===== src/hdl/bilateral_filter_5x5_depth_top_defines.svh =====
// Assertion helpers for the filter's top module.
// Each macro expects the clock aclk and the active-low reset aresetn in scope.
`ifndef BILATERAL_FILTER_5X5_DEPTH_TOP_DEFINES_SVH
`define BILATERAL_FILTER_5X5_DEPTH_TOP_DEFINES_SVH

// Same-cycle implication.
`define BFD_ASSERT_IMP(lbl, ante, cons, msg) \
    lbl: assert property (@(posedge aclk) disable iff (!aresetn) (ante) |-> (cons)) \
        else $error(msg);

// Next-cycle implication.
`define BFD_ASSERT_NXT(lbl, ante, cons, msg) \
    lbl: assert property (@(posedge aclk) disable iff (!aresetn) (ante) |=> (cons)) \
        else $error(msg);

`endif


===== src/hdl/bfd_exp_rom.sv =====
module bfd_exp_rom #(
    parameter int          DEPTH = 256,
    parameter int          AW    = 8,
    parameter logic [31:0] RATIO = 32'd0
) (
    input  logic          aclk,
    input  logic          aresetn,
    input  logic [AW-1:0] rd_addr,
    output logic [15:0]   rd_data,
    output logic          ready
);

    logic [15:0]   mem [DEPTH];
    logic [15:0]   rd_data_reg;
    logic [32:0]   cur_reg;
    logic [32:0]   cur_next;
    logic [AW-1:0] idx_reg;
    logic          busy_reg;
    logic [16:0]   rounded;
    logic [15:0]   entry;
    logic [64:0]   prod;

    // Entries decay geometrically: each one is the previous times RATIO.
    always_comb begin
        rounded  = 17'((cur_reg + 33'd32768) >> 16);
        entry    = (rounded > 17'd65535) ? 16'hFFFF : rounded[15:0];
        prod     = 65'(cur_reg) * 65'(RATIO);
        cur_next = 33'(prod >> 32);
    end

    always_ff @(posedge aclk) begin
        if (!aresetn) begin
            busy_reg <= 1'b1;
            idx_reg  <= '0;
            cur_reg  <= 33'h1_0000_0000;
        end else if (busy_reg) begin
            cur_reg <= cur_next;
            if (idx_reg == AW'(DEPTH - 1)) begin
                busy_reg <= 1'b0;
            end else begin
                idx_reg <= idx_reg + AW'(1);
            end
        end
    end

    always_ff @(posedge aclk) begin
        if (busy_reg) begin
            mem[idx_reg] <= entry;
        end
        rd_data_reg <= mem[rd_addr];
    end

    assign rd_data = rd_data_reg;
    assign ready   = !busy_reg;

endmodule


===== config.mk =====
export PLATFORM = sky130hd
export DESIGN_NAME = bfd_exp_rom
export DESIGN_NICKNAME = d
export VERILOG_FILES = /design/src/hdl/bilateral_filter_5x5_depth_top_defines.svh /design/src/hdl/bfd_exp_rom.sv
export SDC_FILE = /design/constraint.sdc
export NUM_CORES = 1
export LEC_CHECK = 0
export BUFFER_PORTS_ARGS = -buffer_cell sky130_fd_sc_hd__buf_2
export CORE_MARGIN = 3
export CORE_UTILIZATION = 62
export CTS_BUF_LIST = sky130_fd_sc_hd__clkbuf_4 sky130_fd_sc_hd__clkbuf_8 sky130_fd_sc_hd__clkbuf_16
export DETAILED_ROUTE_END_ITERATION = 12
export GPL_ROUTABILITY_DRIVEN = 0
export PLACE_DENSITY = 0.79
export SLEW_MARGIN = 20
export SYNTH_ARGS = -nofsm -noshare
export SYNTH_HDL_FRONTEND = slang
export SYNTH_SLANG_ARGS = --single-unit

===== constraint.sdc =====
create_clock -name aclk -period 5.8 [get_ports aclk]
set_clock_uncertainty 0.05 [all_clocks]
set_input_delay 0.29 -clock aclk [delete_from_list [all_inputs] [get_ports aclk]]
set_output_delay 0.29 -clock aclk [all_outputs]
set_load 0.1 [all_outputs]

==> flow_summary.toml <==
[cts]
cts_buffers = 28
h-tree-depth = 1
clk_path_buf_depth = 3
cts_tree = "built"
postCtsHoldBufs = 2
cts_root_buf = "clkbuf_16"
post_cts_buffers = 0
cts_sinks = 267
clk_pin_slew_ns = 0.06
insertion_delay_ns = 0.53
post_cts_resized = 0

[die]
core_area_sq_mm = 0.0183
io_pins = 27
die_width_um = 144
die-height_um = 144
die_area_sq_mm = 0.0208
core.rowCount = 49
start_util_pct = 64.5

[timing]
worst_slack_ns = 2.97
worst_slew_pin_slew_ns = 1.01
max_slew_margin_pct = 32.2
setup_viol = 0
setup_tns_ns = 0
period_needed_ns = 2.83
rsz0062_at_grt = "no"
fin_crit_sh_pct = 48.8
hold_viol_final = 0
max_freq_ghz = 0.354
final_max_slew_viol_count = 0

[global_route]
grt_pass1_wl_mm = 38.6
grt_pass1_vias = 7074
grt_busiest_layer = "met2"
grt_usage_pct = 24.5
antenna_found_initial = 0
grt_overflow_total = 0
grt_max_degree = 150
grt_util_met1_pct = 34.4
gr-usage-met3_pct = 4.53
grt.met2_usage_pct = 39.7

[synthesis]
synth-seq-cells = 267
synth_area_per_cell_sq_um = 13.6
ys_types = 40
async_reset_ff_share_pct = 0
yosys-top-cells-area = "edfxtp_1 65%, nor2_1 7.7%, mux4_2 6.9%"
ys.flop_type = "edfxtp_1"
synth_commonest_cells = "256 x edfxtp_1, 244 x nor2_1, 53 x mux2i_1, 47 x clkbuf_1, 36 x mux4_2"
yosysWarnings = 0
yosys.area.top_type_share_pct = 65.0
synth_edf_count = 256
syn-num-nets = 881
synth.yosys.seq_area_share_pct = 66.9
netlist_area_sq_mm = 0.0118
syn_inst = 867
yosysTopAreaCell = "edfxtp_1"
synth.most_common_cell = "edfxtp_1"

[critical_path]
crit_chain = "buf_4, buf_4, nand3b_1, o22ai_1, nor4_1, nor4b_1, or4_1, o32a_1"
end_kind = "flip-flop"
rr_worst_depth = 6
crit_fanout = 47
cpMostUsedCell = "buf_4"
path_class = "primary input to flip-flop"
cp.arrival_ns = 3.19
start_kind = "primary input"
r2r_start = "idx_reg[4]$_SDFFE_PN0P_"
slowest_delay_ns = 0.63
cp.required_ns = 6.16
startpoint = "rd_addr[1]"
crit_path_top_delay_cell = "buf_4"

[placed_design]
io_buffers = 26
postPlaceCellArea_sq_mm = 0.0119
place_ws_ns = 2.49
place_hpwl_mm = 15.1

[power_and_ir_drop]
irDropWorstVdd_mv = 0.280
p_per_area_mw_per_mm2 = 337
p_leak_nw = 4.22

[min_path]
hold_depth = 3
hp-class = "primary input to flip-flop"
min_from = "rd_addr[6]"

[routing]
ant_nets = 0
wl_per_cell_um = 22.7
route.detailed.drc = 0
routed_wl_mm = 25.0
drt_iter0_drc = 962
vias = 7090
drt-pass1-iter-count = 5
via_per_inst = 6.45

[job]
max-cap-violations = 0

[outcome]
status = "finished, final reports clean"

[cells_and_area]
fillers = 1169
fin_nets = 863
synthToLayoutAreaGrowth_pct = 8.96
n_antenna_cell = 0
largest_reg_flops = 256
postLayoutCellArea_sq_mm = 0.0129
drive_gt1_share_pct = 13.3
## critical path, delay by kind of cell
kind	cells	cell delay [ns]
compound gates	2	0.37
buf+inv	2	1.07
simple gates	4	1.40
## kinds of logic (layout without fill, tap and decap cells)
family,Yosys count,count (layout),synth area share [%]
compound gates,51,51,3.07
xor+xnor,6,6,0.445
fa+ha+maj,4,4,0.423
buf+inv,83,87,3.47
flops,267,267,66.9
mux,93,93,12.2
simple gates,363,363,13.4
## cell type report
class                   instances  area, sq um  area share (%)
clock buffers                  34          763            5.93
multi-input cells             517         3500            27.2
flip-flops and latches        267         7910            61.4
inverters                       4         15.0           0.117
clock inverters                18          221            1.72
repair buffers                 31          179            1.39
well taps                     229          287            2.23
## final timing paths
path                        endpoint  slack [ns]
max              rd_data[15]$_DFF_P_        2.97
min              rd_data[15]$_DFF_P_        0.35
max reg2reg  idx_reg[7]$_SDFFE_PN0P_        3.04
min reg2reg  idx_reg[1]$_SDFFE_PN0P_        0.54
## metrics by stage
| stage | std cells | total power [mW] | util [%] | hold slack (ns) |
|---|---|---|---|---|
| floorplan | 867 | 2.45 | - | 0.313 |
| global placement | 1046 | 2.49 | 64.7 | 0.487 |
| detailed placement | 1046 | 2.49 | 64.7 | 0.497 |
| CTS | 1100 | 4.35 | 70.2 | 0.295 |
| global route | 1100 | 4.45 | 70.2 | 0.349 |
| finish | 1100 | 4.34 | 70.2 | 0.350 |
## per-layer routing
layer / up-vias / part of all wire, %
li1: 3130 / -
met3: 61 / 9.2
met4: 0 / 3.1
met2: 358 / 48
met1: 3541 / 40
met5: - / 0
## power breakdown
part | switching (mW) | internal [mW]
Clock | 0.722 | 1.16
Combinational | 0.247 | 0.0738
Sequential | 0.0161 | 2.12
Total | 0.986 | 3.35
## placed cells by master, fill, tap and decap left out, types with 17 or more instances in the layout
master	count
edfxtp_1	256
mux2i_1	53
nor2_1	244
mux4_2	36
and3_1	17
o22ai_1	24
and2_1	24
clkbuf_16	29
buf_2	25
nand2_1	28
Note: power is estimated with default switching activity, not from simulation.
