<file path="src/hdl/bilateral_filter_5x5_depth_top_defines.svh">
// Assertion helpers for the filter's top module.
// Each macro expects the clock aclk and the active-low reset aresetn in scope.
`ifndef BILATERAL_FILTER_5X5_DEPTH_TOP_DEFINES_SVH
`define BILATERAL_FILTER_5X5_DEPTH_TOP_DEFINES_SVH

// Same-cycle implication.
`define BFD_ASSERT_IMP(lbl, ante, cons, msg) \
    lbl: assert property (@(posedge aclk) disable iff (!aresetn) (ante) |-> (cons)) \
        else $error(msg);

// Next-cycle implication.
`define BFD_ASSERT_NXT(lbl, ante, cons, msg) \
    lbl: assert property (@(posedge aclk) disable iff (!aresetn) (ante) |=> (cons)) \
        else $error(msg);

`endif

</file>
<file path="src/hdl/bfd_pkg.sv">
package bfd_pkg;

    localparam int ACC_W      = 48;
    localparam int QUO_W      = 16;
    localparam int DEPTH_W    = 16;
    localparam int SP_W       = 16;
    localparam int TW_W       = 23;
    localparam int RADIUS     = 2;
    localparam int TAP_LAST   = 2 * RADIUS;
    localparam int CNT_W      = 4;
    localparam logic [15:0] GAUSS_ONE = 16'd32768;

    typedef enum logic [2:0] {
        REG_FRAME_WIDTH  = 3'd0,
        REG_FRAME_HEIGHT = 3'd1,
        REG_RANGE_SIGMA  = 3'd2,
        REG_GAUSS_W0     = 3'd3,
        REG_GAUSS_W1     = 3'd4,
        REG_GAUSS_W2     = 3'd5,
        REG_GAUSS_W3     = 3'd6,
        REG_GAUSS_W4     = 3'd7
    } reg_index_t;

    typedef enum logic [4:0] {
        ST_IDLE,
        ST_PWR,
        ST_SIG,
        ST_DEN,
        ST_FADDR,
        ST_FDATA,
        ST_SQ,
        ST_NST,
        ST_CHK,
        ST_TDIV,
        ST_ROMD,
        ST_SE,
        ST_ACC,
        ST_QSTART,
        ST_QWAIT,
        ST_FIN
    } state_t;

    typedef struct packed {
        logic             start;
        logic [CNT_W-1:0] top_bit;
    } div_req_t;

    typedef struct packed {
        logic             done;
        logic [QUO_W-1:0] quot;
    } div_rsp_t;

    // Ratio between neighboring exp table entries in Q0.32, from a Taylor series.
    function automatic logic [31:0] exp_ratio(input logic [63:0] x);
        logic [63:0] term;
        logic [63:0] r;
        term = 64'd1 << 32;
        r    = 64'd1 << 32;
        for (int n = 1; n <= 12; n++) begin
            term = ((term * x) >> 32) / 64'(n);
            if ((n & 1) == 1) begin
                r = r - term;
            end else begin
                r = r + term;
            end
        end
        return r[31:0];
    endfunction

endpackage

</file>
<file path="src/hdl/bfd_divider.sv">
module bfd_divider (
    input  logic                      aclk,
    input  logic                      aresetn,
    input  bfd_pkg::div_req_t         req,
    input  logic [bfd_pkg::ACC_W-1:0] dividend,
    input  logic [bfd_pkg::ACC_W-1:0] divisor,
    output bfd_pkg::div_rsp_t         rsp
);

    logic [bfd_pkg::ACC_W-1:0] rem_reg;
    logic [bfd_pkg::ACC_W-1:0] dsr_reg;
    logic [bfd_pkg::QUO_W-1:0] quo_reg;
    logic [bfd_pkg::CNT_W-1:0] cnt_reg;
    logic                      busy_reg;
    logic                      done_reg;
    logic [63:0]               trial;
    logic                      fits;

    // Restoring division, one quotient bit per cycle from the top bit down.
    always_comb begin
        trial = 64'(dsr_reg) << cnt_reg;
        fits  = 64'(rem_reg) >= trial;
    end

    always_ff @(posedge aclk) begin
        if (!aresetn) begin
            busy_reg <= 1'b0;
            done_reg <= 1'b0;
        end else begin
            done_reg <= 1'b0;
            if (req.start) begin
                busy_reg <= 1'b1;
            end else if (busy_reg && cnt_reg == '0) begin
                busy_reg <= 1'b0;
                done_reg <= 1'b1;
            end
        end
    end

    always_ff @(posedge aclk) begin
        if (req.start) begin
            rem_reg <= dividend;
            dsr_reg <= divisor;
            quo_reg <= '0;
            cnt_reg <= req.top_bit;
        end else if (busy_reg) begin
            if (fits) begin
                rem_reg          <= rem_reg - trial[bfd_pkg::ACC_W-1:0];
                quo_reg[cnt_reg] <= 1'b1;
            end
            if (cnt_reg != '0) begin
                cnt_reg <= cnt_reg - 1'b1;
            end
        end
    end

    assign rsp.done = done_reg;
    assign rsp.quot = quo_reg;

endmodule

</file>
<file path="config.mk">
export PLATFORM = sky130hd
export DESIGN_NAME = bfd_divider
export DESIGN_NICKNAME = d
export VERILOG_FILES = /design/src/hdl/bilateral_filter_5x5_depth_top_defines.svh /design/src/hdl/bfd_pkg.sv /design/src/hdl/bfd_divider.sv
export SDC_FILE = /design/constraint.sdc
export NUM_CORES = 1
export LEC_CHECK = 0
export ABC_AREA = 1
export CAP_MARGIN = 15
export CORE_MARGIN = 2
export CORE_UTILIZATION = 57
export CTS_BUF_LIST = sky130_fd_sc_hd__clkbuf_2 sky130_fd_sc_hd__clkbuf_4 sky130_fd_sc_hd__clkbuf_8
export CTS_CLUSTER_DIAMETER = 200
export DETAILED_ROUTE_END_ITERATION = 7
export DONT_BUFFER_PORTS = 1
export PLACE_DENSITY = 0.72
export SYNTH_ARGS = -nofsm -noshare
export SYNTH_HDL_FRONTEND = slang
export SYNTH_SLANG_ARGS = --single-unit
export TNS_END_PERCENT = 30
</file>
<file path="constraint.sdc">
create_clock -name aclk -period 5.62 [get_ports aclk]
set_input_delay 1.405 -clock aclk [delete_from_list [all_inputs] [get_ports aclk]]
set_output_delay 1.405 -clock aclk [all_outputs]
set_load 0.05 [all_outputs]
</file>
==> results_dict.tcl <==
set metrics [dict create \
    outcome "completed" \
    cts_resized 0 \
    placed_area_mm2 0.01032 \
    layout_worst_path_cycle_share_pct 81.55 \
    r2r_end "rem_reg[10]" \
    drt_iter0_markers 1048 \
    synth_seq_cells 118 \
    setup_viol 0 \
    portBuffers 0 \
    hold_depth 2 \
    period_needed_ns 4.583 \
    p_leak_nw 4.686 \
    cp_data_required_time_ns 5.76 \
    area_delta_synth_final_pct 4.403 \
    die_area_mm2 0.01903 \
    placed_cells 1667 \
    fp.dieH_um 138.0 \
    clkLatencyLatePin_ns 0.48 \
    reg2reg_from "cnt_reg[0]" \
    grt_remaining_overflow 0 \
    drive_above_1_share_pct 6.920 \
    wl_per_cell_um 18.79 \
    drt_pass1_iterations 5 \
    start_util_pct 58.74 \
    ir_drop_mv 0.2707 \
    place_ws_ns 1.148 \
    ios 120 \
    drc 0 \
    viasPerCell 5.871 \
    ant_nets 0 \
    grtUsageTotal_pct 34.27 \
    maxCapViolations 0 \
    rrSetupSlack_ns 1.04 \
    cts_buffers 17 \
    totalWireLength_um 31920 \
    final_util_pct 61.32 \
    final_nets 1617 \
    final_cell_mix "nand2_1 (434), inv_1 (160), nor2_1 (135)" \
    finalWorstSetupSlack_ns 1.037 \
    grt_max_degree 130 \
    clkTransAtPathRegs_ns 0.08 \
    slew_headroom_pct 36.83 \
    worstPathArrival_ns 4.72 \
    syn-num-nets 1640 \
    reg2reg_depth 21 \
    vias 9975 \
    htreeDepth 4 \
    grt_pass1_wl_um 48500 \
    cts_setup_buffers 0 \
    post_synth.cell_area_avg_um2 6.893 \
    cts-hold-fix-buffers 0 \
    cts_sinks 118 \
    antenna_cells 0 \
    hold_path.class "reg2reg" \
    fmax_mhz 218.2 \
    synth_warnings 0 \
    slew_viol_final 0 \
    worst-slew-pin-transition_ns 0.9464 \
    path_max_fanout 50 \
    hold_violations 0 \
    antenna_found_initial 0 \
    tritoncts "yes" \
    fin_area_mm2 0.01068 \
    grt_setup_unrepaired "false" \
    final_cells 1699 \
    start_kind "register" \
    synth.distinct_cells 46 \
    setup-tns-final_ns 0 \
    min-delay-start "quo_reg[13]" \
    power_density_mw_per_mm2 456.5 \
    cts-root-buf "clkbuf_8" \
    gp_congestion 0.9742 \
    skew_ns 0.02019 \
    cts_buffer_depth 2 \
    ys_seq_area_share_pct 32.88 \
    synth_cells 1484 \
    num_rows 48 \
    hpwl_um 25480 \
    worstHoldEndpoint "quo_reg[13]" \
    criticalPathCategory "reg2reg" \
    netlist_area_mm2 0.01023 \
    grt_pass1_vias 9199 \
    coreArea_mm2 0.01742 \
    worst_setup_path_end_kind "register" \
    die_x_um 138.0 \
    layout_commonest_cell "nand2_1" \
]
## cell usage after synthesis, drive strengths merged
cell / n / area, um2
a21boi: 4 / 30.03
a21o: 2 / 15.01
a21oi: 87 / 446.7
a22oi: 4 / 30.03
a31oi: 12 / 75.07
and2: 2 / 12.51
and3: 1 / 6.260
buf: 21 / 165.2
clkbuf: 34 / 128.9
clkinv: 2 / 8.750
dfxtp: 18 / 360.4
edfxtp: 100 / 3003
fa: 1 / 20.02
ha: 52 / 650.6
inv: 162 / 610.6
mux2i: 30 / 300.3
nand2: 449 / 1765
nand3: 125 / 685.7
nand3b: 2 / 15.01
nand4: 33 / 206.5
nor2: 137 / 519.3
nor3: 12 / 60.06
nor4: 2 / 12.51
o211ai: 1 / 7.510
o21a: 3 / 22.52
o21ai: 133 / 673.2
o21bai: 20 / 150.1
o311ai: 1 / 8.760
o31ai: 2 / 15.01
or2: 22 / 137.6
xnor2: 5 / 43.79
xor2: 5 / 43.79
## per-layer routing
layer	global-route usage, %	wire [um]	vias up
met1	43.97	13280	4511
met5	0	0	-
li1	-	-	4920
met2	57.01	14750	460
met4	15.93	1593	0
met3	5.044	2291	84
## per-stage QoR
stage / power, mW / hold WS [ns]
after floorplan: 3.278 / 0.6319
after global placement: 4.037 / 0.6726
after detailed placement: 4.059 / 0.6744
after CTS: 4.826 / 0.6865
after global routing: 5.229 / 0.7200
final: 4.875 / 0.6902
## layout make-up
cell class / count / area [um2]
Clock buffer: 17 / 234.0
Clock inverter: 15 / 128.9
Fill cell: 1699 / 6736
Inverter: 164 / 619.3
Multi-Input combinational cell: 1147 / 5956
Sequential cell: 118 / 3363
Tap cell: 225 / 281.5
Timing Repair Buffer: 13 / 97.59
## power by group
| group | total [mW] | switching (mW) | internal (mW) |
|---|---|---|---|
| Combinational | 2.90 | 1.96 | 0.936 |
| Sequential | 1.21 | 0.0778 | 1.13 |
| Clock | 0.768 | 0.418 | 0.350 |
## worst max-delay path: stages (launching register included)
cell      delay (ns)
edfxtp_1        0.43
inv_4           0.49
nand2_1         0.14
nand3_1         0.10
o21ai_0         0.19
o21ai_0         0.36
o21ai_0         0.18
ha_1            0.43
nand2_1         0.15
nor2_1          0.22
inv_1           0.10
nor2_1          0.11
nand2_1         0.06
nand2_1         0.10
nand2_1         0.08
nand3_1         0.12
nand2_1         0.07
nand2_1         0.05
buf_4           0.19
nand3_1         0.11
nand2_2         0.09
buf_4           0.39
## worst max path at each step
stage / start / to / slack (ns) / depth (start not counted)
after floorplan: cnt_reg[0] / rem_reg[0] / 1.07 / 24
after global placement: cnt_reg[0] / rem_reg[9] / 1.07 / 21
after detailed placement: cnt_reg[0] / rem_reg[12] / 1.15 / 21
after CTS: cnt_reg[0] / rem_reg[22] / 1.12 / 21
after global routing: cnt_reg[0] / rem_reg[23] / 0.61 / 23
final: cnt_reg[0] / rem_reg[10] / 1.04 / 21
## logic make-up (layout without fill, tap and decap cells)
group,after synthesis,after routing,share of synthesized area [%]
AND/OR/NAND/NOR,785,785,33.44
AO/OA/AOI/OAI,269,269,14.41
buffers and inverters,219,209,8.928
flip-flops,118,118,32.88
adder cells (fa/ha/maj),53,53,6.556
multiplexers,30,30,2.935
XOR/XNOR,10,10,0.8561
Power figures use the tool's default switching activity.
